--- src/rtl/lsd_pkg.sv ---
// ----------------------------------------------------------------------------
// lsd_pkg
// shared types and constants of the lsb deframer: phase codes, result kinds,
// field widths and the filename header size
// ----------------------------------------------------------------------------
package lsd_pkg;

   localparam int SUBPIXEL_W = 8;
   localparam int KIND_W     = 2;
   localparam int VALUE_W    = 32;
   localparam int HDR_CNT_W  = 12;
   localparam int BIT_IDX_W  = 3;
   localparam int BYTE_W     = 8;

   // size of the filename header in bits
   localparam int NAME_BITS  = 2048;

   localparam logic [KIND_W-1:0] KIND_LENGTH = 2'd0;
   localparam logic [KIND_W-1:0] KIND_NAME   = 2'd1;
   localparam logic [KIND_W-1:0] KIND_DATA   = 2'd2;

   typedef enum logic [1:0] {
      PH_LEN  = 2'd0,
      PH_NAME = 2'd1,
      PH_DATA = 2'd2,
      PH_DONE = 2'd3
   } phase_type;

   typedef struct packed {
      logic                valid;
      logic [KIND_W-1:0]   kind;
      logic [VALUE_W-1:0]  value;
      logic                last;
   } rsl_type;

endpackage

--- src/rtl/lsd_extract.sv ---
// ----------------------------------------------------------------------------
// lsd_extract
// bit collector and phase sequencer: takes one lsb per step and decides
// whether the step yields a length, a filename character or a payload byte
// ----------------------------------------------------------------------------
module lsd_extract
   import lsd_pkg::*;
#(
   parameter int LENGTH_BITS = 32
) (
   input  logic    clock,
   input  logic    reset,
   input  logic    step,
   input  logic    lsb,
   output rsl_type rsl
);

   localparam logic [HDR_CNT_W:0] LEN_LIMIT  = (HDR_CNT_W+1)'(LENGTH_BITS);
   localparam logic [HDR_CNT_W:0] NAME_LIMIT = (HDR_CNT_W+1)'(NAME_BITS);

   phase_type                phase_ff, phase_in;
   logic [HDR_CNT_W-1:0]     hdr_cnt_ff, hdr_cnt_in;
   logic [BIT_IDX_W-1:0]     bit_idx_ff, bit_idx_in;
   logic [LENGTH_BITS-1:0]   collect_ff, collect_in;
   logic [LENGTH_BITS-1:0]   length_ff, length_in;
   logic [LENGTH_BITS-1:0]   bytes_ff, bytes_in;

   logic [LENGTH_BITS-1:0]   shift_next;
   logic [HDR_CNT_W-1:0]     hdr_inc;
   logic [BIT_IDX_W-1:0]     bit_inc;
   logic [LENGTH_BITS-1:0]   bytes_inc;
   logic [BYTE_W-1:0]        cur_byte;
   logic                     len_done;
   logic                     name_done;
   logic                     byte_done;
   logic                     is_last;

   assign shift_next = {collect_ff[LENGTH_BITS-2:0], lsb};
   assign hdr_inc    = hdr_cnt_ff + 1'b1;
   assign bit_inc    = bit_idx_ff + 1'b1;
   assign bytes_inc  = bytes_ff + 1'b1;
   assign cur_byte   = shift_next[BYTE_W-1:0];
   assign len_done   = {1'b0, hdr_inc} >= LEN_LIMIT;
   assign name_done  = {1'b0, hdr_inc} >= NAME_LIMIT;
   assign byte_done  = (bit_inc == '0);
   assign is_last    = (bytes_inc == length_ff);

   // next phase
   always_comb begin
      phase_in = phase_ff;
      if (step) begin
         unique case (phase_ff)
            PH_LEN: begin
               if (len_done) phase_in = PH_NAME;
            end
            PH_NAME: begin
               if (name_done) phase_in = (length_ff != '0) ? PH_DATA : PH_DONE;
            end
            PH_DATA: begin
               if (byte_done && is_last) phase_in = PH_DONE;
            end
            PH_DONE: phase_in = PH_DONE;
            default: phase_in = PH_LEN;
         endcase
      end
   end

   // datapath updates and result
   always_comb begin
      hdr_cnt_in = hdr_cnt_ff;
      bit_idx_in = bit_idx_ff;
      collect_in = collect_ff;
      length_in  = length_ff;
      bytes_in   = bytes_ff;
      rsl        = '0;
      if (step) begin
         unique case (phase_ff)
            PH_LEN: begin
               collect_in = shift_next;
               hdr_cnt_in = hdr_inc;
               if (len_done) begin
                  length_in  = shift_next;
                  rsl.valid  = 1'b1;
                  rsl.kind   = KIND_LENGTH;
                  rsl.value  = VALUE_W'(shift_next);
                  hdr_cnt_in = '0;
                  bit_idx_in = '0;
                  collect_in = '0;
               end
            end
            PH_NAME: begin
               collect_in = shift_next;
               bit_idx_in = bit_inc;
               hdr_cnt_in = hdr_inc;
               if (byte_done) begin
                  collect_in = '0;
                  if (cur_byte != '0) begin
                     rsl.valid = 1'b1;
                     rsl.kind  = KIND_NAME;
                     rsl.value = VALUE_W'(cur_byte);
                  end
               end
               if (name_done) begin
                  hdr_cnt_in = '0;
                  bit_idx_in = '0;
                  collect_in = '0;
                  bytes_in   = '0;
               end
            end
            PH_DATA: begin
               collect_in = shift_next;
               bit_idx_in = bit_inc;
               if (byte_done) begin
                  collect_in = '0;
                  bytes_in   = bytes_inc;
                  rsl.valid  = 1'b1;
                  rsl.kind   = KIND_DATA;
                  rsl.value  = VALUE_W'(cur_byte);
                  rsl.last   = is_last;
               end
            end
            PH_DONE: begin
               rsl = '0;
            end
            default: begin
               rsl = '0;
            end
         endcase
      end
   end

   always_ff @(posedge clock) begin
      if (reset) begin
         phase_ff   <= PH_LEN;
         hdr_cnt_ff <= '0;
         bit_idx_ff <= '0;
         collect_ff <= '0;
         length_ff  <= '0;
         bytes_ff   <= '0;
      end else begin
         phase_ff   <= phase_in;
         hdr_cnt_ff <= hdr_cnt_in;
         bit_idx_ff <= bit_idx_in;
         collect_ff <= collect_in;
         length_ff  <= length_in;
         bytes_ff   <= bytes_in;
      end
   end

endmodule

--- src/rtl/lsd_rsp_reg.sv ---
// ----------------------------------------------------------------------------
// lsd_rsp_reg
// result register: holds one result item while the receiver stalls
// ----------------------------------------------------------------------------
module lsd_rsp_reg
   import lsd_pkg::*;
(
   input  logic                clock,
   input  logic                reset,
   input  rsl_type             rsl,
   input  logic                rsp_stall,
   output logic                free,
   output logic                rsp_valid,
   output logic [KIND_W-1:0]   rsp_kind,
   output logic [VALUE_W-1:0]  rsp_value,
   output logic                rsp_last
);

   logic                valid_ff, valid_in;
   logic [KIND_W-1:0]   kind_ff;
   logic [VALUE_W-1:0]  value_ff;
   logic                last_ff;

   assign free     = !valid_ff || !rsp_stall;
   assign valid_in = free ? rsl.valid : valid_ff;

   always_ff @(posedge clock) begin
      if (reset) begin
         valid_ff <= 1'b0;
      end else begin
         valid_ff <= valid_in;
      end
   end

   always_ff @(posedge clock) begin
      if (free && rsl.valid) begin
         kind_ff  <= rsl.kind;
         value_ff <= rsl.value;
         last_ff  <= rsl.last;
      end
   end

   assign rsp_valid = valid_ff;
   assign rsp_kind  = kind_ff;
   assign rsp_value = value_ff;
   assign rsp_last  = last_ff;

endmodule

--- src/rtl/lsb_stego_deframer_unit.sv ---
// ----------------------------------------------------------------------------
// lsb_stego_deframer_unit
// least significant bit deframer for image subpixel streams
// ----------------------------------------------------------------------------
// Each accepted subpixel item contributes its bit 0, gathered msb first. The
// first LENGTH_BITS bits give the unsigned payload length (one result of kind
// length), the next 2048 bits give filename characters (one result per
// non-zero character), then payload bytes follow until the length is reached,
// the final one flagged last. After that every subpixel is swallowed until
// reset. One item is taken every clock cycle while the result side does not
// stall; an item passes an input register and then a result register before
// its result shows. A stalled result holds the pipe, and the input register
// holds one more item behind it.
module lsb_stego_deframer_unit
   import lsd_pkg::*;
#(
   parameter int LENGTH_BITS = 32
) (
   input  logic                  clock,
   input  logic                  reset,
   input  logic                  req_valid,
   output logic                  req_stall,
   input  logic [SUBPIXEL_W-1:0] req_subpixel,
   output logic                  rsp_valid,
   input  logic                  rsp_stall,
   output logic [KIND_W-1:0]     rsp_kind,
   output logic [VALUE_W-1:0]    rsp_value,
   output logic                  rsp_last
);

   // input register: only the lsb of the subpixel is kept
   logic    in_valid_ff, in_valid_in;
   logic    in_bit_ff;
   logic    rsp_free;
   logic    accept;
   logic    step;
   rsl_type rsl;

   // the input stage moves on whenever the result register can take a result
   assign step      = in_valid_ff && rsp_free;
   assign req_stall = in_valid_ff && !rsp_free;
   assign accept    = req_valid && !req_stall;

   always_comb begin
      in_valid_in = in_valid_ff;
      if (accept) begin
         in_valid_in = 1'b1;
      end else if (step) begin
         in_valid_in = 1'b0;
      end
   end

   always_ff @(posedge clock) begin
      if (reset) begin
         in_valid_ff <= 1'b0;
      end else begin
         in_valid_ff <= in_valid_in;
      end
   end

   always_ff @(posedge clock) begin
      if (accept) begin
         in_bit_ff <= req_subpixel[0];
      end
   end

   // bit collection and phase sequencing
   lsd_extract #(
      .LENGTH_BITS (LENGTH_BITS)
   ) u_extract (
      .clock (clock),
      .reset (reset),
      .step  (step),
      .lsb   (in_bit_ff),
      .rsl   (rsl)
   );

   // result register toward the receiver
   lsd_rsp_reg u_rsp_reg (
      .clock     (clock),
      .reset     (reset),
      .rsl       (rsl),
      .rsp_stall (rsp_stall),
      .free      (rsp_free),
      .rsp_valid (rsp_valid),
      .rsp_kind  (rsp_kind),
      .rsp_value (rsp_value),
      .rsp_last  (rsp_last)
   );

endmodule

--- config.mk ---
export PLATFORM = sky130hd
export DESIGN_NAME = lsb_stego_deframer_unit
export DESIGN_NICKNAME = d
export VERILOG_FILES = /design/src/rtl/lsd_pkg.sv /design/src/rtl/lsd_extract.sv /design/src/rtl/lsd_rsp_reg.sv /design/src/rtl/lsb_stego_deframer_unit.sv
export SDC_FILE = /design/constraint.sdc
export NUM_CORES = 1
export LEC_CHECK = 0
export BUFFER_PORTS_ARGS = -buffer_cell sky130_fd_sc_hd__buf_2
export CORE_MARGIN = 2
export CORE_UTILIZATION = 38
export CTS_CLUSTER_DIAMETER = 50
export DETAILED_ROUTE_END_ITERATION = 10
export GPL_TIMING_DRIVEN = 0
export MAX_ROUTING_LAYER = met4
export PLACE_DENSITY = 0.58
export SETUP_SLACK_MARGIN = 0.02
export SLEW_MARGIN = 20
export SYNTH_ARGS = -nofsm -noshare
export SYNTH_HDL_FRONTEND = slang
export SYNTH_SLANG_ARGS = --single-unit
--- constraint.sdc ---
create_clock -name clock -period 2.95 [get_ports clock]
set_clock_uncertainty 0.2 [all_clocks]
set_input_delay 0.295 -clock clock [delete_from_list [all_inputs] [get_ports clock]]
set_output_delay 0.295 -clock clock [all_outputs]
set_load 0.02 [all_outputs]
# Yosys cells after proc, flatten, opt, wreduce, memory -nomap -nowiden
# Index checks and enable logic that the tools add are counted.
op_classes:
  eq_ne: 8
  add_sub_neg: 3
  n_mux: 27
  magnitude_cmp: 2
  n_reduce_logical: 25
op_table:
  columns: ["op", "count"]
  rows:
  - ["$pmux W35 S4", 1]
  - ["$mux W35", 3]
  - ["$mux W31", 3]
  - ["$pmux W31 S3", 1]
  - ["$mux W36", 2]
  - ["$mux W32", 2]
  - ["$pmux W32 S2", 1]
  - ["$add A32 B1 Y32 const B", 1]
  - ["$eq A32 B32 Y1", 1]
  - ["$reduce_bool A32 Y1", 1]
  - ["$mux W12", 2]
  - ["$pmux W12 S2", 1]
  - ["$add A12 B1 Y12 const B", 1]
  - ["$ge A12 B12 Y1 const B", 1]
  - ["$ge A12 B6 Y1 const B", 1]
  - ["$pmux W3 S3", 1]
  - ["$reduce_and A3 Y1", 3]
  - ["$ne A2 B1 Y1 const B", 4]
  - ["$pmux W2 S4", 1]
  - ["$reduce_and A4 Y1", 2]
  - ["$reduce_bool A8 Y1", 1]
  - ["$mux W2", 3]
  - ["$mux W3", 2]
  - ["$reduce_bool A2 Y1", 3]
  - ["11 further kinds", 23]
word_totals:
  ff_bits: 150
  wordCells: 77
  inputBits: 12
  output_inout_bits: 37

# Depth between registers and ports, before layout
# Gate-level depths: netlist of the first run.
logic_depth:
  ltp_word: 7
  depth_mapped: 12
  depth_no_buf: 9

# By module
# From an unflattened synthesis of the first run, not the netlist that was laid out.
unflattened:
  cells_unflattened: 862
  hier_area_um2: 7523.5
modules_own_cells:
  columns: ["mod", "seq_area_each_um2", "instances", "area_per_inst_um2", "cells_each"]
  rows:
  - ["lsd_extract", 2242.2, 1, 6347.3, 816]
  - ["lsd_rsp_reg", 1071.0, 1, 1089.8, 40]
  - ["lsb_stego_deframer_unit", 50.0, 1, 86.3, 6]

# Least setup slack after synthesis of the first run
# OpenSTA, ideal clock, no wires.
synth_path:
  kind: "register to register"
  start: "register u_extract.bytes_ff[0]"
  end: "register u_extract.phase_ff[1]"
  t_required_ns: 2.663
  n_path_buf: 1
  path_slack_ns: -0.155
  stages_incl_launch_ff: 11
  setup_time_ns: 0.087
  synth_period_minus_slack_ns: 3.105
  arrival_time_ns: 2.818
  path_cell_list: "dfxtp_1 > ha_1 > clkbuf_1 > nand4_2 > nor4_1 > and3_1 > nor4_1 > nand4_1 > nor4_2 > or4_2 > o31ai_1"
synth_via:
  elab_chain_len: 5
synth_lines:
  columns: ["element", "line", "rtl"]
  rows:
  - ["start, declared", "lsd_extract.sv:26", "logic [LENGTH_BITS-1:0] bytes_ff, bytes_in;"]
  - ["start signal, assigned", "lsd_extract.sv:146", "bytes_ff <= bytes_in;"]
  - ["$add A32 B1 Y32", "lsd_extract.sv:41", "assign bytes_inc = bytes_ff + 1'b1;"]
  - ["$eq A32 B32 Y1", "lsd_extract.sv:46", "assign is_last = (bytes_inc == length_ff);"]
  - ["$logic_and A1 B1 Y1", "lsd_extract.sv:60", "if (byte_done && is_last) phase_in = PH_DONE;"]
  - ["$ne A2 B1 Y1 (no source line)", null, null]
  - ["$reduce_and A4 Y1 (no source line)", null, null]
  - ["end signal, assigned", "lsd_extract.sv:141", "phase_ff <= phase_in;"]
  - ["end, declared", "lsd_extract.sv:21", "phase_type phase_ff, phase_in;"]
# Every way passes these cells.
# A chain may end at the register's enable or synchronous reset.

# Final worst setup path of the first run
layout_path:
  start: "register u_extract.bytes_ff[16]"
  end: "register u_extract.phase_ff[1]"
# Same word-level chain as after synthesis.

==> results of run 1 <==
-- registers in the layout, indices dropped and copies added (netlist names), 2 cells and up --
register,flops
u_extract.collect_ff,31
u_extract.hdr_cnt_ff,12
u_rsp_reg.rsp_kind,2
u_rsp_reg.rsp_value,32
u_extract.length_ff,32
u_extract.phase_ff,2
u_extract.bit_idx_ff,3
u_extract.bytes_ff,32
-- power groups by stage --
stage	clock, mW	combinational [mW]	sequential (mW)
2_1_floorplan	0	0.0439	2.15
5_1_grt	2.22	0.0854	2.10
6_report	2.09	0.0786	2.10
4_1_cts	2.13	0.0766	2.10
3_3_place_gp	0	0.0715	2.15
3_5_place_dp	0	0.0713	2.15
-- cells in the mapped netlist (6+ instances only) --
master    instances  area share [%]
a21oi_1          91             6.1
a22o_1           31             3.7
and2_1           13             1.1
and3_1           10            0.84
clkbuf_1         39             2.0
dfxtp_1         114              31
edfxtp_1         36              15
ha_1              8             1.3
inv_1            36             1.8
nand2_1         123             6.2
nand3_1          25             1.7
nand3b_1          6            0.61
nand4_1          19             1.6
nand4b_1          6            0.71
nor2_1           53             2.7
nor3_1           26             1.7
nor4_1           22             1.9
o21ai_0          41             2.8
or3_1            16             1.3
or4_1            12             1.2
xnor2_1          32             3.8
xor2_1           15             1.8
-- critical path, stage by stage (launching register included) --
cell and delay [ps]:
dfxtp_2 400, nand4_1 130, buf_4 170, or4_4 550, nor4_4 390, xnor2_2 120, nand4_1 150, nor4_4 50
or4_2 630, o31ai_2 80
-- what timing repair did --
action,CTS,global route
resized for setup,62,59
pin swaps,17,15
buffers inserted,20,18
hold buffers,3,0
gates cloned,0,0
endpoints found under the hold margin,3,0
setup endpoints to repair,119,158
-- metrics by stage --
stage          area [sq um]  util, %  total power [mW]  setup slack (ps)  setup TNS, ps
3_5_place_dp           8021    41.49             2.219            -511.0         -31150
6_report               9270    47.95             4.271            -1.298         -1.298
2_1_floorplan          7458        -             2.190             73.00              0
5_1_grt                9270    47.95             4.401            -136.3         -245.1
4_1_cts                8930    46.19             4.310            0.5833              0
3_3_place_gp           7995    41.35             2.219            -939.8         -65110
-- per-layer routing --
metal	GRT usage, %	wire length (um)	share of wire (%)
met5	-	0	0
met4	10.32	737	3.4
met3	4.099	1058	4.9
met2	33.26	9902	46
met1	28.90	9930	46
-- worst max path at each step --
| stage | start | to | cells after the start |
|---|---|---|---|
| after floorplan | u_extract.bytes_ff[1] | u_extract.phase_ff[1] | 10 |
| after global placement | u_extract.hdr_cnt_ff[6] | u_extract.collect_ff[22] | 10 |
| after detailed placement | u_extract.hdr_cnt_ff[6] | u_extract.collect_ff[28] | 10 |
| after CTS | u_extract.bytes_ff[0] | u_extract.phase_ff[1] | 10 |
| after global routing | u_extract.bytes_ff[15] | u_extract.phase_ff[0] | 10 |
| final | u_extract.bytes_ff[16] | u_extract.phase_ff[1] | 9 |
-- logic make-up (layout without fill, tap and decap cells) --
family | count (synthesis) | after routing | synth area share, %
AND/OR/NAND/NOR | 358 | 358 | 25.00
AO/OA/AOI/OAI | 206 | 206 | 17.28
flip-flops | 150 | 150 | 45.23
buffers and inverters | 89 | 195 | 5.452
XOR/XNOR | 47 | 47 | 5.536
adder cells (fa/ha/maj) | 8 | 8 | 1.346
multiplexers | 1 | 1 | 0.1514
-- layout by cell type (no fill, tap or decap), drive strengths merged, types with 15 or more instances in the layout --
master | netlist | layout
inv | 36 | 43
nor4 | 25 | 25
nand2 | 123 | 123
a22o | 31 | 31
nor2 | 53 | 53
or4 | 16 | 16
nand3 | 25 | 25
xnor2 | 32 | 32
a21oi | 91 | 91
edfxtp | 36 | 36
or3 | 17 | 17
xor2 | 15 | 15
clkbuf | 42 | 49
dfxtp | 114 | 114
o21ai | 42 | 42
buf | 11 | 94
nor3 | 26 | 26
nand4 | 21 | 21
-- layout make-up --
cell class / count / area, sq um / area share (%)
Timing Repair Buffer: 83 / 544.3 / 5.871
Inverter: 36 / 137.6 / 1.485
Tap cell: 265 / 331.6 / 3.577
Clock inverter: 13 / 116.4 / 1.255
Clock buffer: 18 / 439.2 / 4.737
Sequential cell: 150 / 3390 / 36.56
Buffer: 45 / 295.3 / 3.185
Multi-Input combinational cell: 620 / 4016 / 43.33
==> impl_metrics.tcl, run 1 <==
set metrics [dict create \
    overflow 0 \
    route.vias.total 6739 \
    drive_above_1_share_pct 23.73 \
    hpwlAfterDp_um 15240 \
    area_delta_synth_final_pct 24.67 \
    switching_power_mw 1.035 \
    power.leakage_nw 3.641 \
    htree_levels 4 \
    fp-row-count 51 \
    hold_depth 3 \
    start_util_pct 38.46 \
    hold_class "primary input to register" \
    synth_edf_count 36 \
    clkSlewWorstSetupHoldPaths_ps 70 \
    p_comb_share_pct 1.8 \
    die_w_um 143.9 \
    ir_drop_mv 0.3673 \
    sw_frac_of_total_pct 24.24 \
    cp_max_fo 7 \
    required_ps 3100 \
    antenna_found_initial 0 \
    timing.final.crit_period_ps 2951 \
    rrSetupSlack_ps -1 \
    violations "negative setup slack" \
    status "finished, violations left" \
    core_sq_um 19330 \
    syn_nets 879 \
    syn_area_sq_um 7436 \
    p_int_mw 3.235 \
    hold_end "u_extract.phase_ff[1]" \
    finalHoldViolCount 0 \
    r2r_cells 9 \
    max-clock-path-buffers 2 \
    powerDensity_nw_per_um2 460.7 \
    holdWs_ps 82.39 \
    r2r-start "u_extract.bytes_ff[16]" \
    grt_pass1_wl_um 34230 \
    cts_sinks 150 \
    ys_ff_latch 150 \
    worst_slew_pin_slew_ps 696.3 \
    place_inst 1166 \
    grt_usage_pct 22.13 \
    pwr-share-clk_pct 49.0 \
    drv_slew 0 \
    layout.cells.non_filler 1230 \
    async_flop_share_pct 0 \
    yosysSeqAreaShare_pct 45.23 \
    drv_cap 0 \
    r2r-end "u_extract.phase_ff[1]" \
    slew_headroom_pct 53.58 \
    nNetsFinal 973 \
    rsz0062_at_grt "yes" \
    nFillCells 1857 \
    io-pin-count 49 \
    drtAntennaViolNets 0 \
    synth_ff_type "dfxtp_1" \
    ys_warn_count 0 \
    die-height_um 143.9 \
    start_kind "register" \
    cts_buffers 17 \
    p_seq_share_pct 49.1 \
    root_buffer "clkbuf_16" \
    synth.distinct_cells 66 \
    grt_max_degree 32 \
    endpoint_kind "register" \
    avgViaCountPerCell 5.479 \
    die_area_sq_um 20700 \
    worst-setup-path-type "register to register" \
    clock.fmax_mhz 338.8 \
    clock_latency_ps 430 \
    routedWlPerCell_um 17.58 \
    dr.pass1.iters 5 \
    arrival_ps 3100 \
    holdCritStartpoint "reset" \
    setup_ws_ps -1.298 \
    diodes 0 \
    grt_pass1_vias 6234 \
    finalWeightedCongestion 0.9556 \
    drtIter0Drc 507 \
    drcViolationCount 0 \
    cts_tree "yes" \
    synth.avg_cell_area_sq_um 8.656 \
    portBuffers 41 \
    fin_crit_sh_pct 100.0 \
    setup_viol 1 \
    totalWireLength_um 21630 \
    synth_cells 859 \
]
Note: power is estimated with default switching activity, not from simulation.
==> inputs of run 2 (changes only) <==
--- a/config.mk
+++ b/config.mk
@@ -13,6 +13,7 @@
 export GPL_TIMING_DRIVEN = 0
 export MAX_ROUTING_LAYER = met4
 export PLACE_DENSITY = 0.58
+export REMOVE_ABC_BUFFERS = 1
 export SETUP_SLACK_MARGIN = 0.02
 export SLEW_MARGIN = 20
 export SYNTH_ARGS = -nofsm -noshare
==> impl_metrics.tcl, run 2 (synthesis gave the netlist of run 1 again) <==
set metrics [dict create \
    core_sq_um 19330 \
    max-clock-path-buffers 2 \
    io-pin-count 49 \
    die_area_sq_um 20700 \
    pwr-share-clk_pct 50.2 \
    drtAntennaViolNets 0 \
    die-height_um 143.9 \
    rsz0062_at_grt "yes" \
    sw_frac_of_total_pct 22.15 \
    holdCritStartpoint "reset" \
    holdWs_ps 74.69 \
    crit_top_cell "nand4_1" \
    cts_buffers 17 \
    drv_cap 0 \
    cts_tree "yes" \
    switching_power_mw 0.9631 \
    arrival_ps 3040 \
    grt_usage_pct 20.57 \
    status "finished clean" \
    clock.fmax_mhz 345.0 \
    totalWireLength_um 20390 \
    power.leakage_nw 3.583 \
    area_delta_synth_final_pct 22.78 \
    p_comb_share_pct 1.8 \
    clkSlewWorstSetupHoldPaths_ps 70 \
    timing.critical_path.to "u_extract.phase_ff[0]" \
    cts_sinks 150 \
    nNetsFinal 938 \
    place_inst 1117 \
    r2r_cells 9 \
    route.vias.total 6554 \
    grt_max_degree 53 \
    endpoint_kind "register" \
    start_kind "register" \
    grt_pass1_wl_um 32330 \
    finalWeightedCongestion 0.9209 \
    required_ps 3090 \
    p_int_mw 3.385 \
    mostFrequentLayoutCells "nand2_1 (120), a21oi_1 (89), dfxtp_1 (85), nor2_1 (47), buf_4 (47)" \
    timing.final.crit_period_ps 2898 \
    fin_crit_sh_pct 98.25 \
    startpoint "u_extract.bytes_ff[17]" \
    drive_above_1_share_pct 23.20 \
    worst-setup-path-type "register to register" \
    post-route-util_pct 47.22 \
    crit_chain "nand4_1 > buf_4 > or4_1 > a211oi_1 > a31o_2 > nand4_1 > nor4_2 > nor2_1 > a221oi_2" \
    routedWlPerCell_um 17.05 \
    start_util_pct 38.46 \
    drcViolationCount 0 \
    r2r-end "u_extract.phase_ff[0]" \
    multi_input_area_sq_um 3996 \
    setup_viol 0 \
    finalHoldViolCount 0 \
    portBuffers 41 \
    final_common_cell "nand2_1" \
    avgViaCountPerCell 5.480 \
    worst_slew_pin_slew_ps 772.1 \
    powerDensity_nw_per_um2 476.3 \
    nFillCells 1864 \
    diodes 0 \
    antenna_found_initial 0 \
    fp-row-count 51 \
    clock_latency_ps 430 \
    root_buffer "clkbuf_16" \
    grt_pass1_vias 6084 \
    critPathSlowestCell "or4_1" \
    overflow 0 \
    p_seq_share_pct 48.0 \
    final-seq-area_sq_um 3437 \
    die_w_um 143.9 \
    hold_class "primary input to register" \
    crit_path_max_incr_delay_ps 520 \
    rrSetupSlack_ps 50 \
    cp_max_fo 6 \
    dr.pass1.iters 5 \
    drv_slew 0 \
    hpwlAfterDp_um 13430 \
    ir_drop_mv 0.4195 \
    htree_levels 4 \
    r2r-start "u_extract.bytes_ff[17]" \
    slew_headroom_pct 48.41 \
    drtIter0Drc 420 \
    layout.cells.non_filler 1196 \
]
-- run 2: layout make-up --
type	count	area share (%)
clock buffers	19	4.851
repair buffers	93	6.934
multi-input cells	620	43.77
clock inverters	13	1.590
flip-flops and latches	150	37.65
inverters	36	1.576
well taps	265	3.632
-- run 2: through the flow --
stage / total power [mW] / instance area, sq um / worst slack, ps / TNS, ps
after floorplan: 2.171 / 7166 / -1418 / -48650
after global placement: 2.207 / 7702 / -3291 / -223260
after detailed placement: 2.217 / 7784 / -1690 / -54740
after CTS: 4.389 / 8869 / 3.383 / 0
after global routing: 4.483 / 9130 / -96.52 / -519.0
final: 4.348 / 9130 / 51.52 / 0
-- run 2: how the worst min path moves through the flow --
stage	end	slack, ps	cells after the start
floorplan	u_extract.phase_ff[0]	160	1
global placement	u_extract.collect_ff[30]	270	1
detailed placement	u_extract.collect_ff[30]	270	1
CTS	u_extract.bytes_ff[24]	70	2
global route	u_extract.bytes_ff[23]	90	2
finish	u_extract.hdr_cnt_ff[1]	70	2
-- run 2: critical path: cells and delay by family (launching register included) --
family                 cells  cell delay (ps)
flip-flops                 1              420
AND/OR/NAND/NOR            5             1310
AO/OA/AOI/OAI              3              640
buffers and inverters      1              230
-- run 2: what timing repair did --
action | CTS | global route
hold buffers | 3 | 0
hold endpoints to repair | 3 | 0
setup buffers | 27 | 17
setup endpoints to repair | 111 | 119
pin swaps | 17 | 30
resized for setup | 80 | 37
-- run 2: layer usage --
layer	GRT usage (%)	vias up	share of wire, %
met2	31.28	157	47
li1	-	3214	-
met1	27.04	3149	46
met3	4.532	34	4.7
met4	7.224	0	2.1
met5	-	-	0
-- run 2: power by group through the flow --
stage	combinational (mW)	sequential, mW	clock, mW
after floorplan	0.0253	2.15	0
after global placement	0.0601	2.15	0
after detailed placement	0.0697	2.15	0
after CTS	0.0761	2.09	2.22
after global routing	0.0845	2.09	2.31
final	0.0771	2.09	2.18
==> inputs of run 3 (changes only) <==
--- a/config.mk
+++ b/config.mk
@@ -6,12 +6,12 @@
 export NUM_CORES = 1
 export LEC_CHECK = 0
 export BUFFER_PORTS_ARGS = -buffer_cell sky130_fd_sc_hd__buf_2
-export CORE_MARGIN = 2
+export CORE_MARGIN = 5
 export CORE_UTILIZATION = 38
 export CTS_CLUSTER_DIAMETER = 50
+export CTS_CLUSTER_SIZE = 16
 export DETAILED_ROUTE_END_ITERATION = 10
 export GPL_TIMING_DRIVEN = 0
-export MAX_ROUTING_LAYER = met4
 export PLACE_DENSITY = 0.58
 export REMOVE_ABC_BUFFERS = 1
 export SETUP_SLACK_MARGIN = 0.02
==> impl_metrics.tcl, run 3 (synthesis gave the netlist of run 1 again) <==
set metrics [dict create \
    status "finished, violations left" \
    violations "negative setup slack" \
    worst-setup-path-type "register to register" \
    grt_pass1_vias 6174 \
    grt_pass1_wl_um 32900 \
    finalHoldViolCount 0 \
    setup_viol 1 \
    finalWeightedCongestion 0.9087 \
    fp-row-count 51 \
    cts_tree "yes" \
    portBuffers 41 \
    totalWireLength_um 20750 \
    powerDensity_nw_per_um2 487.5 \
    die-height_um 149.9 \
    hold_class "primary input to register" \
    clkSlewWorstSetupHoldPaths_ps 70 \
    crit_top_cell "or4_4" \
    start_util_pct 38.46 \
    drv_slew 0 \
    power.leakage_nw 3.608 \
    slew_headroom_pct 48.60 \
    die_w_um 149.9 \
    placed_area_sq_um 7776 \
    drive_above_1_share_pct 23.98 \
    final_common_cell "nand2_1" \
    diodes 0 \
    timing.final.crit_period_ps 2956 \
    arrival_ps 3010 \
    avgViaCountPerCell 5.478 \
    dr.pass1.iters 7 \
    cts_buffers 17 \
    htree_levels 4 \
    cts_sinks 150 \
    endpoint_kind "register" \
    overflow 0 \
    max-clock-path-buffers 2 \
    ir_drop_mv 0.3525 \
    nNetsFinal 941 \
    fin_crit_sh_pct 100.2 \
    cp_max_fo 7 \
    clock.fmax_mhz 338.3 \
    rsz0062_at_grt "yes" \
    root_buffer "clkbuf_16" \
    setup_ws_ps -6.175 \
    die_area_sq_um 22470 \
    critPathSlowestCell "or4_4" \
    drv_cap 0 \
    routedWlPerCell_um 17.31 \
    post-route-util_pct 47.88 \
    route.vias.total 6568 \
    clock_latency_ps 430 \
    post-place-ws_ps -1706 \
    hpwlAfterDp_um 13660 \
    core_sq_um 19330 \
    drtAntennaViolNets 0 \
    total_power_mw 4.513 \
    drcViolationCount 0 \
    drtIter0Drc 446 \
    grt_max_degree 65 \
    area_delta_synth_final_pct 24.50 \
    antenna_found_initial 1 \
    crit_chain "nand2_2 > or4_4 > or4_4 > a21bo_2 > nor4_2 > nand4_1 > nor3_1" \
    worst_slew_pin_slew_ps 769.2 \
    stdcell_area_sq_um 9258 \
    fin_setup_tns_ps -6.175 \
    io-pin-count 49 \
    grt_usage_pct 18.56 \
    start_kind "register" \
    crit_path_max_incr_delay_ps 570 \
    required_ps 3010 \
    mostFrequentLayoutCells "nand2_1 (120), a21oi_1 (89), dfxtp_1 (83), nor2_1 (47), buf_4 (47)" \
]
-- run 3: metal layers --
layer	track usage (%)	wire length [um]
met4	7.228	580
met5	0	0
met2	29.53	9648
met1	24.47	9507
met3	4.331	1018
-- run 3: path summary, 6_finish.rpt --
path,from,to,slack [ps],depth (start not counted)
max,u_extract.bytes_ff[7],u_rsp_reg.rsp_last,-6,7
min,reset,u_extract.hdr_cnt_ff[10],30,2
max reg2reg,u_extract.bytes_ff[7],u_rsp_reg.rsp_last,-6,7
min reg2reg,u_extract.length_ff[10],u_extract.length_ff[10],290,2
-- run 3: cell type report --
cell class | count | area [sq um]
Tap cell | 265 | 331.6
Clock inverter | 14 | 200.2
Multi-Input combinational cell | 620 | 4025
Timing Repair Buffer | 96 | 688.2
Clock buffer | 18 | 429.2
Fill cell | 1864 | 10080
Inverter | 36 | 141.4
Sequential cell | 150 | 3442
-- run 3: stage by stage --
step	std cells	hold WS [ps]
after floorplan	806	161.2
after global placement	1112	275.5
after detailed placement	1117	280.9
after CTS	1191	15.48
after global routing	1199	37.48
final	1199	28.53
-- run 3: critical path, delay by kind of cell (launching register included) --
family,cells,cell delay [ps]
AO/OA/AOI/OAI,1,240
flip-flops,1,410
AND/OR/NAND/NOR,6,1940
-- run 3: what timing repair did --
item	4_1_cts	5_1_grt
pin swaps	21	13
setup buffers	40	9
endpoints found under the setup margin	102	114
hold buffers	3	0
cloned	0	0
resized for setup	86	37
endpoints found under the hold margin	3	0
-- run 3: report_power, final --
part	switching, mW	internal, mW	total [mW]	leakage [nW]
registers	0.00523	2.08	2.09	1.34
logic	0.0549	0.0212	0.0761	1.96
clock network	0.920	1.43	2.35	0.305
total	0.980	3.53	4.51	3.61
